`src/rtl/core/abe_pkg.sv`:
```
// ----------------------------------------------------------------------------
// abe_pkg
// opcodes, end causes, unit op codes and inter-module structs
// ----------------------------------------------------------------------------
`timescale 1ns / 1ps

package abe_pkg;

    // bytecode opcodes
    localparam logic [7:0] OP_LDI  = 8'h01;
    localparam logic [7:0] OP_ADD  = 8'h02;
    localparam logic [7:0] OP_SUB  = 8'h03;
    localparam logic [7:0] OP_AND  = 8'h04;
    localparam logic [7:0] OP_OR   = 8'h05;
    localparam logic [7:0] OP_XOR  = 8'h06;
    localparam logic [7:0] OP_STA  = 8'h07;
    localparam logic [7:0] OP_LDF  = 8'h08;
    localparam logic [7:0] OP_NEG  = 8'h09;
    localparam logic [7:0] OP_NOT  = 8'h0A;
    localparam logic [7:0] OP_CLRF = 8'h0B;
    localparam logic [7:0] OP_INC  = 8'h0C;
    localparam logic [7:0] OP_DEC  = 8'h0D;
    localparam logic [7:0] OP_RET  = 8'h0E;
    localparam logic [7:0] OP_MUL  = 8'h0F;
    localparam logic [7:0] OP_DIV  = 8'h10;
    localparam logic [7:0] OP_MOD  = 8'h11;
    localparam logic [7:0] OP_SHL  = 8'h12;
    localparam logic [7:0] OP_SHR  = 8'h13;
    localparam logic [7:0] OP_GT   = 8'h14;
    localparam logic [7:0] OP_LT   = 8'h15;
    localparam logic [7:0] OP_EQ   = 8'h16;

    // end causes
    localparam logic [1:0] CAUSE_RET     = 2'd0;
    localparam logic [1:0] CAUSE_UNKNOWN = 2'd1;
    localparam logic [1:0] CAUSE_LAST    = 2'd2;

    localparam logic [7:0] ALL_ONES = 8'hFF;

    typedef enum logic [3:0] {
        ALU_ADD,
        ALU_SUB,
        ALU_AND,
        ALU_OR,
        ALU_XOR,
        ALU_MUL,
        ALU_DIV,
        ALU_MOD,
        ALU_SHL,
        ALU_SHR,
        ALU_GT,
        ALU_LT,
        ALU_EQ
    } alu_op_t;

    typedef struct packed {
        logic       start;
        alu_op_t    op;
        logic [7:0] a;
        logic [7:0] b;
    } alu_req_t;

    typedef struct packed {
        logic       done;
        logic [7:0] y;
    } alu_rsp_t;

    typedef struct packed {
        logic       clear;
        logic       rd_en;
        logic       wr_en;
        logic [7:0] addr;
        logic [7:0] wr_data;
    } file_req_t;

    // unit operation for opcodes that take acc and a file byte
    function automatic alu_op_t alu_op_of(input logic [7:0] func);
        alu_op_t op;
        case (func)
            OP_SUB:  op = ALU_SUB;
            OP_AND:  op = ALU_AND;
            OP_OR:   op = ALU_OR;
            OP_XOR:  op = ALU_XOR;
            OP_MUL:  op = ALU_MUL;
            OP_DIV:  op = ALU_DIV;
            OP_MOD:  op = ALU_MOD;
            OP_SHL:  op = ALU_SHL;
            OP_SHR:  op = ALU_SHR;
            OP_GT:   op = ALU_GT;
            OP_LT:   op = ALU_LT;
            OP_EQ:   op = ALU_EQ;
            default: op = ALU_ADD;
        endcase
        return op;
    endfunction

endpackage

```
`src/rtl/core/abe_alu.sv`:
```
// ----------------------------------------------------------------------------
// abe_alu
// shared 9-bit adder unit: one step for simple ops, eight for mul/div/mod
// ----------------------------------------------------------------------------
`timescale 1ns / 1ps

module abe_alu (
    input  logic              clk,
    input  logic              rst_n,
    input  abe_pkg::alu_req_t req,
    output abe_pkg::alu_rsp_t rsp
);

    abe_pkg::alu_op_t op_reg;
    logic [7:0]       a_reg;
    logic [7:0]       b_reg;
    logic [7:0]       p_reg;    // product or partial remainder
    logic [7:0]       q_reg;    // dividend shifting into quotient
    logic [7:0]       y_reg;
    logic [2:0]       cnt_reg;
    logic             busy_reg;
    logic             done_reg;

    logic [8:0] add_x;
    logic [8:0] add_y;
    logic       add_sub;
    logic [9:0] sum;
    logic       no_borrow;
    logic       multi;
    logic       last_step;
    logic [7:0] rem_new;
    logic [7:0] quo_new;
    logic [7:0] step_y;

    // operand steering into the single adder
    always_comb
    begin
        add_x   = {1'b0, a_reg};
        add_y   = {1'b0, b_reg};
        add_sub = 1'b0;
        case (op_reg)
            abe_pkg::ALU_SUB, abe_pkg::ALU_LT, abe_pkg::ALU_EQ:
            begin
                add_sub = 1'b1;
            end
            abe_pkg::ALU_GT:
            begin
                add_x   = {1'b0, b_reg};
                add_y   = {1'b0, a_reg};
                add_sub = 1'b1;
            end
            abe_pkg::ALU_MUL:
            begin
                add_x = {1'b0, p_reg[6:0], 1'b0};
                add_y = b_reg[7] ? {1'b0, a_reg} : 9'd0;
            end
            abe_pkg::ALU_DIV, abe_pkg::ALU_MOD:
            begin
                add_x   = {p_reg, q_reg[7]};
                add_sub = 1'b1;
            end
            default:
            begin
                add_sub = 1'b0;
            end
        endcase
    end

    assign sum       = {1'b0, add_x} + {1'b0, (add_sub ? ~add_y : add_y)} + {9'd0, add_sub};
    assign no_borrow = sum[9];
    assign rem_new   = no_borrow ? sum[7:0] : {p_reg[6:0], q_reg[7]};
    assign quo_new   = {q_reg[6:0], no_borrow};
    assign multi     = (op_reg == abe_pkg::ALU_MUL) || (op_reg == abe_pkg::ALU_DIV) ||
                       (op_reg == abe_pkg::ALU_MOD);
    assign last_step = !multi || (cnt_reg == 3'd7);

    always_comb
    begin
        case (op_reg)
            abe_pkg::ALU_AND: step_y = a_reg & b_reg;
            abe_pkg::ALU_OR:  step_y = a_reg | b_reg;
            abe_pkg::ALU_XOR: step_y = a_reg ^ b_reg;
            abe_pkg::ALU_SHL: step_y = a_reg << b_reg[2:0];
            abe_pkg::ALU_SHR: step_y = a_reg >> b_reg[2:0];
            abe_pkg::ALU_GT:  step_y = {7'd0, !no_borrow};
            abe_pkg::ALU_LT:  step_y = {7'd0, !no_borrow};
            abe_pkg::ALU_EQ:  step_y = {7'd0, (sum[7:0] == 8'd0)};
            abe_pkg::ALU_DIV: step_y = quo_new;
            abe_pkg::ALU_MOD: step_y = rem_new;
            default:          step_y = sum[7:0];
        endcase
    end

    // control
    always_ff @(posedge clk or negedge rst_n)
    begin
        if (!rst_n)
        begin
            busy_reg <= 1'b0;
            done_reg <= 1'b0;
            cnt_reg  <= 3'd0;
        end
        else
        begin
            done_reg <= 1'b0;
            if (req.start)
            begin
                busy_reg <= 1'b1;
                cnt_reg  <= 3'd0;
            end
            else if (busy_reg)
            begin
                cnt_reg <= cnt_reg + 3'd1;
                if (last_step)
                begin
                    busy_reg <= 1'b0;
                    done_reg <= 1'b1;
                end
            end
        end
    end

    // datapath
    always_ff @(posedge clk)
    begin
        if (req.start)
        begin
            op_reg <= req.op;
            a_reg  <= req.a;
            b_reg  <= req.b;
            p_reg  <= 8'd0;
            q_reg  <= req.a;
        end
        else if (busy_reg)
        begin
            if (op_reg == abe_pkg::ALU_MUL)
            begin
                p_reg <= sum[7:0];
                b_reg <= {b_reg[6:0], 1'b0};
            end
            else if ((op_reg == abe_pkg::ALU_DIV) || (op_reg == abe_pkg::ALU_MOD))
            begin
                p_reg <= rem_new;
                q_reg <= quo_new;
            end
            if (last_step)
            begin
                y_reg <= step_y;
            end
        end
    end

    assign rsp.done = done_reg;
    assign rsp.y    = y_reg;

endmodule

```
`src/rtl/core/abe_file.sv`:
```
// ----------------------------------------------------------------------------
// abe_file
// file register memory with registered read and per-entry valid bits
// ----------------------------------------------------------------------------
`timescale 1ns / 1ps

module abe_file #(
    parameter int FILE_DEPTH = 224
) (
    input  logic               clk,
    input  logic               rst_n,
    input  abe_pkg::file_req_t req,
    output logic [7:0]         rd_data
);

    localparam int FILE_AW = (FILE_DEPTH > 1) ? $clog2(FILE_DEPTH) : 1;

    logic [7:0]            mem [FILE_DEPTH];
    logic [FILE_DEPTH-1:0] vld_reg;
    logic [7:0]            data_reg;
    logic                  hit_reg;
    logic [FILE_AW-1:0]    idx;

    assign idx = req.addr[FILE_AW-1:0];

    // entries not written since start read as zero
    always_ff @(posedge clk or negedge rst_n)
    begin
        if (!rst_n)
        begin
            vld_reg <= '0;
            hit_reg <= 1'b0;
        end
        else
        begin
            if (req.clear)
            begin
                vld_reg <= '0;
            end
            else if (req.wr_en)
            begin
                vld_reg[idx] <= 1'b1;
            end
            if (req.rd_en)
            begin
                hit_reg <= vld_reg[idx];
            end
        end
    end

    always_ff @(posedge clk)
    begin
        if (req.wr_en)
        begin
            mem[idx] <= req.wr_data;
        end
        if (req.rd_en)
        begin
            data_reg <= mem[idx];
        end
    end

    assign rd_data = hit_reg ? data_reg : 8'd0;

endmodule

```
`src/rtl/core/accumulator_bytecode_executor.sv`:
```
// ----------------------------------------------------------------------------
// accumulator_bytecode_executor
// 8-bit accumulator bytecode engine, one instruction per input transaction
// ----------------------------------------------------------------------------
// Each input transaction is one instruction. tdata carries the opcode, the
// operand byte (immediate for load, file index otherwise) and the start
// byte; tuser[0] starts a program (file cleared through valid bits,
// accumulator loaded from the start byte) and tlast marks the final
// instruction. A program that ends gives one output transaction: the
// accumulator as a signed byte with the end cause in tuser (return, unknown
// opcode with a zero value, or end of code). Transactions between programs
// are dropped. The sequencer walks fetch, decode, optional unit run and
// finish, one instruction at a time, around one shared adder unit and one
// registered-read file port: loads, stores, clears and return skip the unit
// run, which takes one step for add, sub, logic, shifts, compares, inc, dec,
// negate and not and eight bit-serial steps for multiply, divide and modulo.
// A result waiting in the output register does not hold up the next
// instruction until that one has its own result to deliver.
// ----------------------------------------------------------------------------
`timescale 1ns / 1ps

module accumulator_bytecode_executor #(
    parameter int MEM_BYTES = 256,
    parameter int FILE_BASE = 32
) (
    input  logic        clk,
    input  logic        rst_n,
    // instruction transactions
    input  logic        s_tvalid,
    output logic        s_tready,
    input  logic [23:0] s_tdata,   // func[7:0], operand[15:8], start_value[23:16]
    input  logic [0:0]  s_tuser,   // is_first[0]
    input  logic        s_tlast,   // is_last
    // result transactions
    output logic        m_tvalid,
    input  logic        m_tready,
    output logic [7:0]  m_tdata,   // result_value[7:0]
    output logic [1:0]  m_tuser    // end_cause[1:0]
);

    localparam int FILE_DEPTH = MEM_BYTES - FILE_BASE;

    typedef enum logic [2:0] {
        S_IDLE,
        S_FETCH,
        S_DECODE,
        S_WAIT,
        S_FINISH
    } state_t;

    state_t     state_reg,    state_next;
    logic [7:0] func_reg,     func_next;
    logic [7:0] operand_reg,  operand_next;
    logic       last_reg,     last_next;
    logic [7:0] acc_reg,      acc_next;
    logic       halted_reg,   halted_next;
    logic       tgt_file_reg, tgt_file_next;   // unit result goes to the file
    logic       emit_reg,     emit_next;
    logic [1:0] cause_reg,    cause_next;
    logic       m_tvalid_reg, m_tvalid_next;
    logic [7:0] m_data_reg,   m_data_next;
    logic [1:0] m_cause_reg,  m_cause_next;

    logic               ok;
    logic [7:0]         file_rd_data;
    abe_pkg::file_req_t file_req;
    abe_pkg::alu_req_t  alu_req;
    abe_pkg::alu_rsp_t  alu_rsp;

    // index in range of the register file
    assign ok = ({1'b0, operand_reg} < 9'(FILE_DEPTH));

    abe_file #(
        .FILE_DEPTH (FILE_DEPTH)
    ) u_file (
        .clk     (clk),
        .rst_n   (rst_n),
        .req     (file_req),
        .rd_data (file_rd_data)
    );

    abe_alu u_alu (
        .clk   (clk),
        .rst_n (rst_n),
        .req   (alu_req),
        .rsp   (alu_rsp)
    );

    assign s_tready = (state_reg == S_IDLE);

    always_comb
    begin
        state_next    = state_reg;
        func_next     = func_reg;
        operand_next  = operand_reg;
        last_next     = last_reg;
        acc_next      = acc_reg;
        halted_next   = halted_reg;
        tgt_file_next = tgt_file_reg;
        emit_next     = emit_reg;
        cause_next    = cause_reg;
        m_tvalid_next = m_tvalid_reg;
        m_data_next   = m_data_reg;
        m_cause_next  = m_cause_reg;

        file_req.clear   = 1'b0;
        file_req.rd_en   = 1'b0;
        file_req.wr_en   = 1'b0;
        file_req.addr    = operand_reg;
        file_req.wr_data = 8'd0;

        alu_req.start = 1'b0;
        alu_req.op    = abe_pkg::ALU_ADD;
        alu_req.a     = acc_reg;
        alu_req.b     = file_rd_data;

        // output register drains independently of the sequencer
        if (m_tvalid_reg && m_tready)
        begin
            m_tvalid_next = 1'b0;
        end

        unique case (state_reg)
            S_IDLE:
            begin
                if (s_tvalid)
                begin
                    func_next    = s_tdata[7:0];
                    operand_next = s_tdata[15:8];
                    last_next    = s_tlast;
                    if (s_tuser[0])
                    begin
                        // program start: clear file, load accumulator
                        file_req.clear = 1'b1;
                        acc_next       = s_tdata[23:16];
                        halted_next    = 1'b0;
                        state_next     = S_FETCH;
                    end
                    else if (!halted_reg)
                    begin
                        state_next = S_FETCH;
                    end
                end
            end

            S_FETCH:
            begin
                file_req.rd_en = ok;
                state_next     = S_DECODE;
            end

            S_DECODE:
            begin
                emit_next   = last_reg;
                cause_next  = abe_pkg::CAUSE_LAST;
                halted_next = last_reg;
                state_next  = S_FINISH;
                unique case (func_reg) inside
                    abe_pkg::OP_LDI:
                    begin
                        acc_next = operand_reg;
                    end
                    abe_pkg::OP_ADD, abe_pkg::OP_SUB, abe_pkg::OP_AND, abe_pkg::OP_OR,
                    abe_pkg::OP_XOR, abe_pkg::OP_MUL, abe_pkg::OP_SHL, abe_pkg::OP_SHR,
                    abe_pkg::OP_GT, abe_pkg::OP_LT, abe_pkg::OP_EQ:
                    begin
                        if (ok)
                        begin
                            alu_req.start = 1'b1;
                            alu_req.op    = abe_pkg::alu_op_of(func_reg);
                            tgt_file_next = 1'b0;
                            state_next    = S_WAIT;
                        end
                    end
                    abe_pkg::OP_DIV, abe_pkg::OP_MOD:
                    begin
                        // divide by zero keeps the accumulator
                        if (ok && (file_rd_data != 8'd0))
                        begin
                            alu_req.start = 1'b1;
                            alu_req.op    = abe_pkg::alu_op_of(func_reg);
                            tgt_file_next = 1'b0;
                            state_next    = S_WAIT;
                        end
                    end
                    abe_pkg::OP_STA:
                    begin
                        file_req.wr_en   = ok;
                        file_req.wr_data = acc_reg;
                    end
                    abe_pkg::OP_LDF:
                    begin
                        if (ok)
                        begin
                            acc_next = file_rd_data;
                        end
                    end
                    abe_pkg::OP_NEG:
                    begin
                        alu_req.start = 1'b1;
                        alu_req.op    = abe_pkg::ALU_SUB;
                        alu_req.a     = 8'd0;
                        alu_req.b     = acc_reg;
                        tgt_file_next = 1'b0;
                        state_next    = S_WAIT;
                    end
                    abe_pkg::OP_NOT:
                    begin
                        alu_req.start = 1'b1;
                        alu_req.op    = abe_pkg::ALU_XOR;
                        alu_req.b     = abe_pkg::ALL_ONES;
                        tgt_file_next = 1'b0;
                        state_next    = S_WAIT;
                    end
                    abe_pkg::OP_CLRF:
                    begin
                        file_req.wr_en = ok;
                    end
                    abe_pkg::OP_INC, abe_pkg::OP_DEC:
                    begin
                        if (ok)
                        begin
                            alu_req.start = 1'b1;
                            alu_req.op    = (func_reg == abe_pkg::OP_INC) ?
                                            abe_pkg::ALU_ADD : abe_pkg::ALU_SUB;
                            alu_req.a     = file_rd_data;
                            alu_req.b     = 8'd1;
                            tgt_file_next = 1'b1;
                            state_next    = S_WAIT;
                        end
                    end
                    abe_pkg::OP_RET:
                    begin
                        emit_next   = 1'b1;
                        cause_next  = abe_pkg::CAUSE_RET;
                        halted_next = 1'b1;
                    end
                    default:
                    begin
                        // unknown opcode stops the program with a zero result
                        emit_next   = 1'b1;
                        cause_next  = abe_pkg::CAUSE_UNKNOWN;
                        halted_next = 1'b1;
                    end
                endcase
            end

            S_WAIT:
            begin
                if (alu_rsp.done)
                begin
                    if (tgt_file_reg)
                    begin
                        file_req.wr_en   = 1'b1;
                        file_req.wr_data = alu_rsp.y;
                    end
                    else
                    begin
                        acc_next = alu_rsp.y;
                    end
                    state_next = S_FINISH;
                end
            end

            S_FINISH:
            begin
                if (!emit_reg)
                begin
                    state_next = S_IDLE;
                end
                else if (!m_tvalid_reg || m_tready)
                begin
                    m_tvalid_next = 1'b1;
                    m_data_next   = (cause_reg == abe_pkg::CAUSE_UNKNOWN) ? 8'd0 : acc_reg;
                    m_cause_next  = cause_reg;
                    state_next    = S_IDLE;
                end
            end

            default:
            begin
                state_next = S_IDLE;
            end
        endcase
    end

    always_ff @(posedge clk or negedge rst_n)
    begin
        if (!rst_n)
        begin
            state_reg    <= S_IDLE;
            func_reg     <= 8'd0;
            operand_reg  <= 8'd0;
            last_reg     <= 1'b0;
            acc_reg      <= 8'd0;
            halted_reg   <= 1'b1;
            tgt_file_reg <= 1'b0;
            emit_reg     <= 1'b0;
            cause_reg    <= abe_pkg::CAUSE_RET;
            m_tvalid_reg <= 1'b0;
            m_data_reg   <= 8'd0;
            m_cause_reg  <= abe_pkg::CAUSE_RET;
        end
        else
        begin
            state_reg    <= state_next;
            func_reg     <= func_next;
            operand_reg  <= operand_next;
            last_reg     <= last_next;
            acc_reg      <= acc_next;
            halted_reg   <= halted_next;
            tgt_file_reg <= tgt_file_next;
            emit_reg     <= emit_next;
            cause_reg    <= cause_next;
            m_tvalid_reg <= m_tvalid_next;
            m_data_reg   <= m_data_next;
            m_cause_reg  <= m_cause_next;
        end
    end

    assign m_tvalid = m_tvalid_reg;
    assign m_tdata  = m_data_reg;
    assign m_tuser  = m_cause_reg;

endmodule

```
`config.mk`:
```
export PLATFORM = sky130hd
export DESIGN_NAME = accumulator_bytecode_executor
export DESIGN_NICKNAME = d
export VERILOG_FILES = /design/src/rtl/core/abe_pkg.sv /design/src/rtl/core/abe_alu.sv /design/src/rtl/core/abe_file.sv /design/src/rtl/core/accumulator_bytecode_executor.sv
export SDC_FILE = /design/constraint.sdc
export NUM_CORES = 2
export LEC_CHECK = 0
export ABC_CLOCK_PERIOD_IN_PS = 7300
export BUFFER_PORTS_ARGS = -buffer_cell sky130_fd_sc_hd__buf_4
export CAP_MARGIN = 10
export CELL_PAD_IN_SITES_DETAIL_PLACEMENT = 0
export CELL_PAD_IN_SITES_GLOBAL_PLACEMENT = 1
export CORE_MARGIN = 1
export CORE_UTILIZATION = 55
export DETAILED_ROUTE_END_ITERATION = 7
export PLACE_DENSITY = 0.83
export SLEW_MARGIN = 5
export SYNTH_ARGS = -nofsm -noshare
export SYNTH_HDL_FRONTEND = slang
export SYNTH_SLANG_ARGS = --single-unit
```
`constraint.sdc`:
```
create_clock -name clk -period 7.3 [get_ports clk]
set_input_delay 0.73 -clock clk [delete_from_list [all_inputs] [get_ports clk]]
set_output_delay 0.73 -clock clk [all_outputs]
set_load 0.05 [all_outputs]
```
==> impl_metrics.tcl <==
set metrics [dict create \
    hold_viol 0 \
    io_buffers 41 \
    syn_area_per_cell_um2 19.9 \
    fin_nets 4388 \
    die_width_um 396 \
    vias_per_cell 6.68 \
    hold_path_class "in -> reg" \
    cts.reportedPaths.clkPinSlew_ns 0.06 \
    areaGrowthSynthToFinish_pct 11.2 \
    cts.htree.levels 4 \
    dieArea_um2 157000 \
    yosysSeqAreaShare_pct 72.9 \
    core_um2 154000 \
    rows 144 \
    async_reset_ff_share_pct 12.9 \
    netlist_top_cells_area "edfxtp_1, mux4_2, dfrtp_1" \
    vias 43800 \
    yosys_register_bits 2118 \
    gp_congestion 0.886 \
    ff2ff_path_depth 6 \
    worst_pin_slew_ns 1.36 \
    yosys.cell_types.count 83 \
    dpl.hpwl_um 121000 \
    start_util_pct 55.3 \
    finalSetupViolCount 0 \
    fin_ws_ns 2.23 \
    grt_pass1_wl_um 303000 \
    status "finished, final reports clean" \
    yosys.area.top_type "edfxtp_1" \
    synth_area_um2 85300 \
    synth_cells 4291 \
    clock_skew_ns 0.0441 \
    grt.total_usage_pct 26.7 \
    cp-end-kind "flip-flop" \
    routed_wirelength_um 207000 \
    grt_max_degree 225 \
    leakagePower_nw 26.3 \
    required_ns 7.76 \
    n_fill_cell 10400 \
    drt_iter0_drc 5654 \
    synth_edf_count 1836 \
    post-route-period-util_pct 69.5 \
    ys_warn_count 0 \
    dpl.cell_count 6170 \
    setup_tns_ns 0 \
    clk_path_buf_depth 3 \
    cts_tree "yes" \
    maxCapViolCount 0 \
    synth.top_cell.area_share_pct 64.7 \
    cts_root_buffer "clkbuf_16" \
    powerDensity_nw_per_um2 313 \
    fin_crit_ns 5.07 \
    yosysMostFrequentCell "edfxtp_1" \
    antenna_found_initial 0 \
    ant_nets 0 \
    critPathKind "reg -> reg" \
    die_y_um 396 \
    final_max_slew_viol_count 0 \
    multiInputGateArea_um2 21900 \
    crit_path_start_kind "flip-flop" \
    drive_gt1_share_pct 24.4 \
    largest_register_ffs 1792 \
    cts_sinks 2118 \
    slew_headroom_pct 9.49 \
    final_cells 6553 \
    seq_area_um2 62200 \
    arrival_ns 5.53 \
    boundaryPins 42 \
    grt_overflow_total 0 \
    drc 0 \
    clkLatencyLatePin_ns 0.85 \
    firstDrtPassIters 6 \
    pre_cts_ws_ns 2.34 \
    ir_worst_vdd_v 0.000356 \
    num_antenna_cells 0 \
    grt_pass1_vias 43400 \
    crit_fanout 28 \
    max_freq_mhz 197 \
    synth_commonest_cells "edfxtp_1, mux4_2, nor2_1" \
    ys.flop_type "edfxtp_1" \
    cts_buffers 200 \
    wl_per_cell_um 31.5 \
    syn_nets 4349 \
    hold_depth 3 \
    grt_setup_unrepaired "no" \
]
layout make-up:
cell class | count | share of cell area (%)
flip-flops and latches | 2118 | 65.6
multi-input cells | 1865 | 23.2
clock buffers | 291 | 6.01
repair buffers | 113 | 1.17
inverters | 32 | 0.127
clock inverters | 90 | 1.24
well taps | 2044 | 2.70
logic make-up (layout without fill, tap and decap cells):
| logic type | count (synthesis) | after routing | synth area share [%] |
|---|---|---|---|
| mux | 688 | 688 | 17.4 |
| flops | 2118 | 2118 | 72.9 |
| buf+inv | 308 | 526 | 1.50 |
| xor+xnor | 12 | 12 | 0.123 |
| fa+ha+maj | 28 | 28 | 0.420 |
| simple gates | 591 | 591 | 3.06 |
| compound gates | 546 | 546 | 4.64 |
cells in the final DEF, fill, tap and decap left out, types with 18 or more instances in the layout:
cell       instances
edfxtp_1        1836
mux4_2           630
nor2_1           319
dfrtp_1          269
o21a_1           229
clkbuf_16        202
nand2_1          125
buf_4             90
o21ai_0           73
clkbuf_1          58
a21oi_1           44
mux2i_1           39
inv_1             31
a22oi_1           31
clkbuf_8          31
clkinv_2          31
a22o_1            29
ha_1              27
bufinv_16         20
buf_12            20
mux2_2            19
nand3_1           19
nor3_1            19
clkinv_1          18
per-stage QoR:
step	total power, W	hold slack (ns)	cell area, um2	util (%)
finish	0.0297	0.121	94800	61.5
global route	0.0305	0.0925	94800	61.5
CTS	0.0298	0.0738	94800	61.5
detailed placement	0.0192	0.474	87900	57.0
global placement	0.0192	0.467	87900	57.0
floorplan	0.0177	0.434	85300	-
critical path, cell delays in order (launching register included):
cell,delay (ns)
dfrtp_1,0.82
nand3b_1,0.18
nor2_1,0.77
a21oi_1,0.48
nor3b_1,0.57
nand3_2,0.88
nor2_1,0.99
layer usage:
metal  vias to the layer above  GRT usage, %  part of all wire (%)
met5                         -             0                     0
met4                         0          8.79                   3.4
met3                       372          4.87                   9.2
met2                      2475          41.7                    48
met1                     23300          38.6                    39
li1                      17700             -                     -
power by group:
part	switching, W	internal (W)	total (W)
logic	0.00325	0.00206	0.00530
clock network	0.00455	0.00617	0.0107
registers	0.000470	0.0132	0.0137
path summary, 6_finish.rpt:
| check | slack [ns] | startpoint | endpoint |
|---|---|---|---|
| min in group asynchronous | 0.46 | rst_n | m_tdata[5] |
| max reg2reg | 2.23 | state_reg[0] | u_file.mem[29][1] |
| min | 0.12 | s_tdata[14] | operand_reg[6] |
| max | 2.23 | state_reg[0] | u_file.mem[29][1] |
| max in group asynchronous | 5.43 | rst_n | u_file.vld_reg[37] |
| min reg2reg | 0.48 | u_file.vld_reg[86] | u_file.vld_reg[86] |
timing repair:
action / 4_1_cts / 5_1_grt
hold buffers: 1 / 0
resized for setup: 0 / 0
setup buffers: 0 / 0
hold endpoints to repair: 58 / 0
No activity file was read; power rests on OpenSTA's default activity.
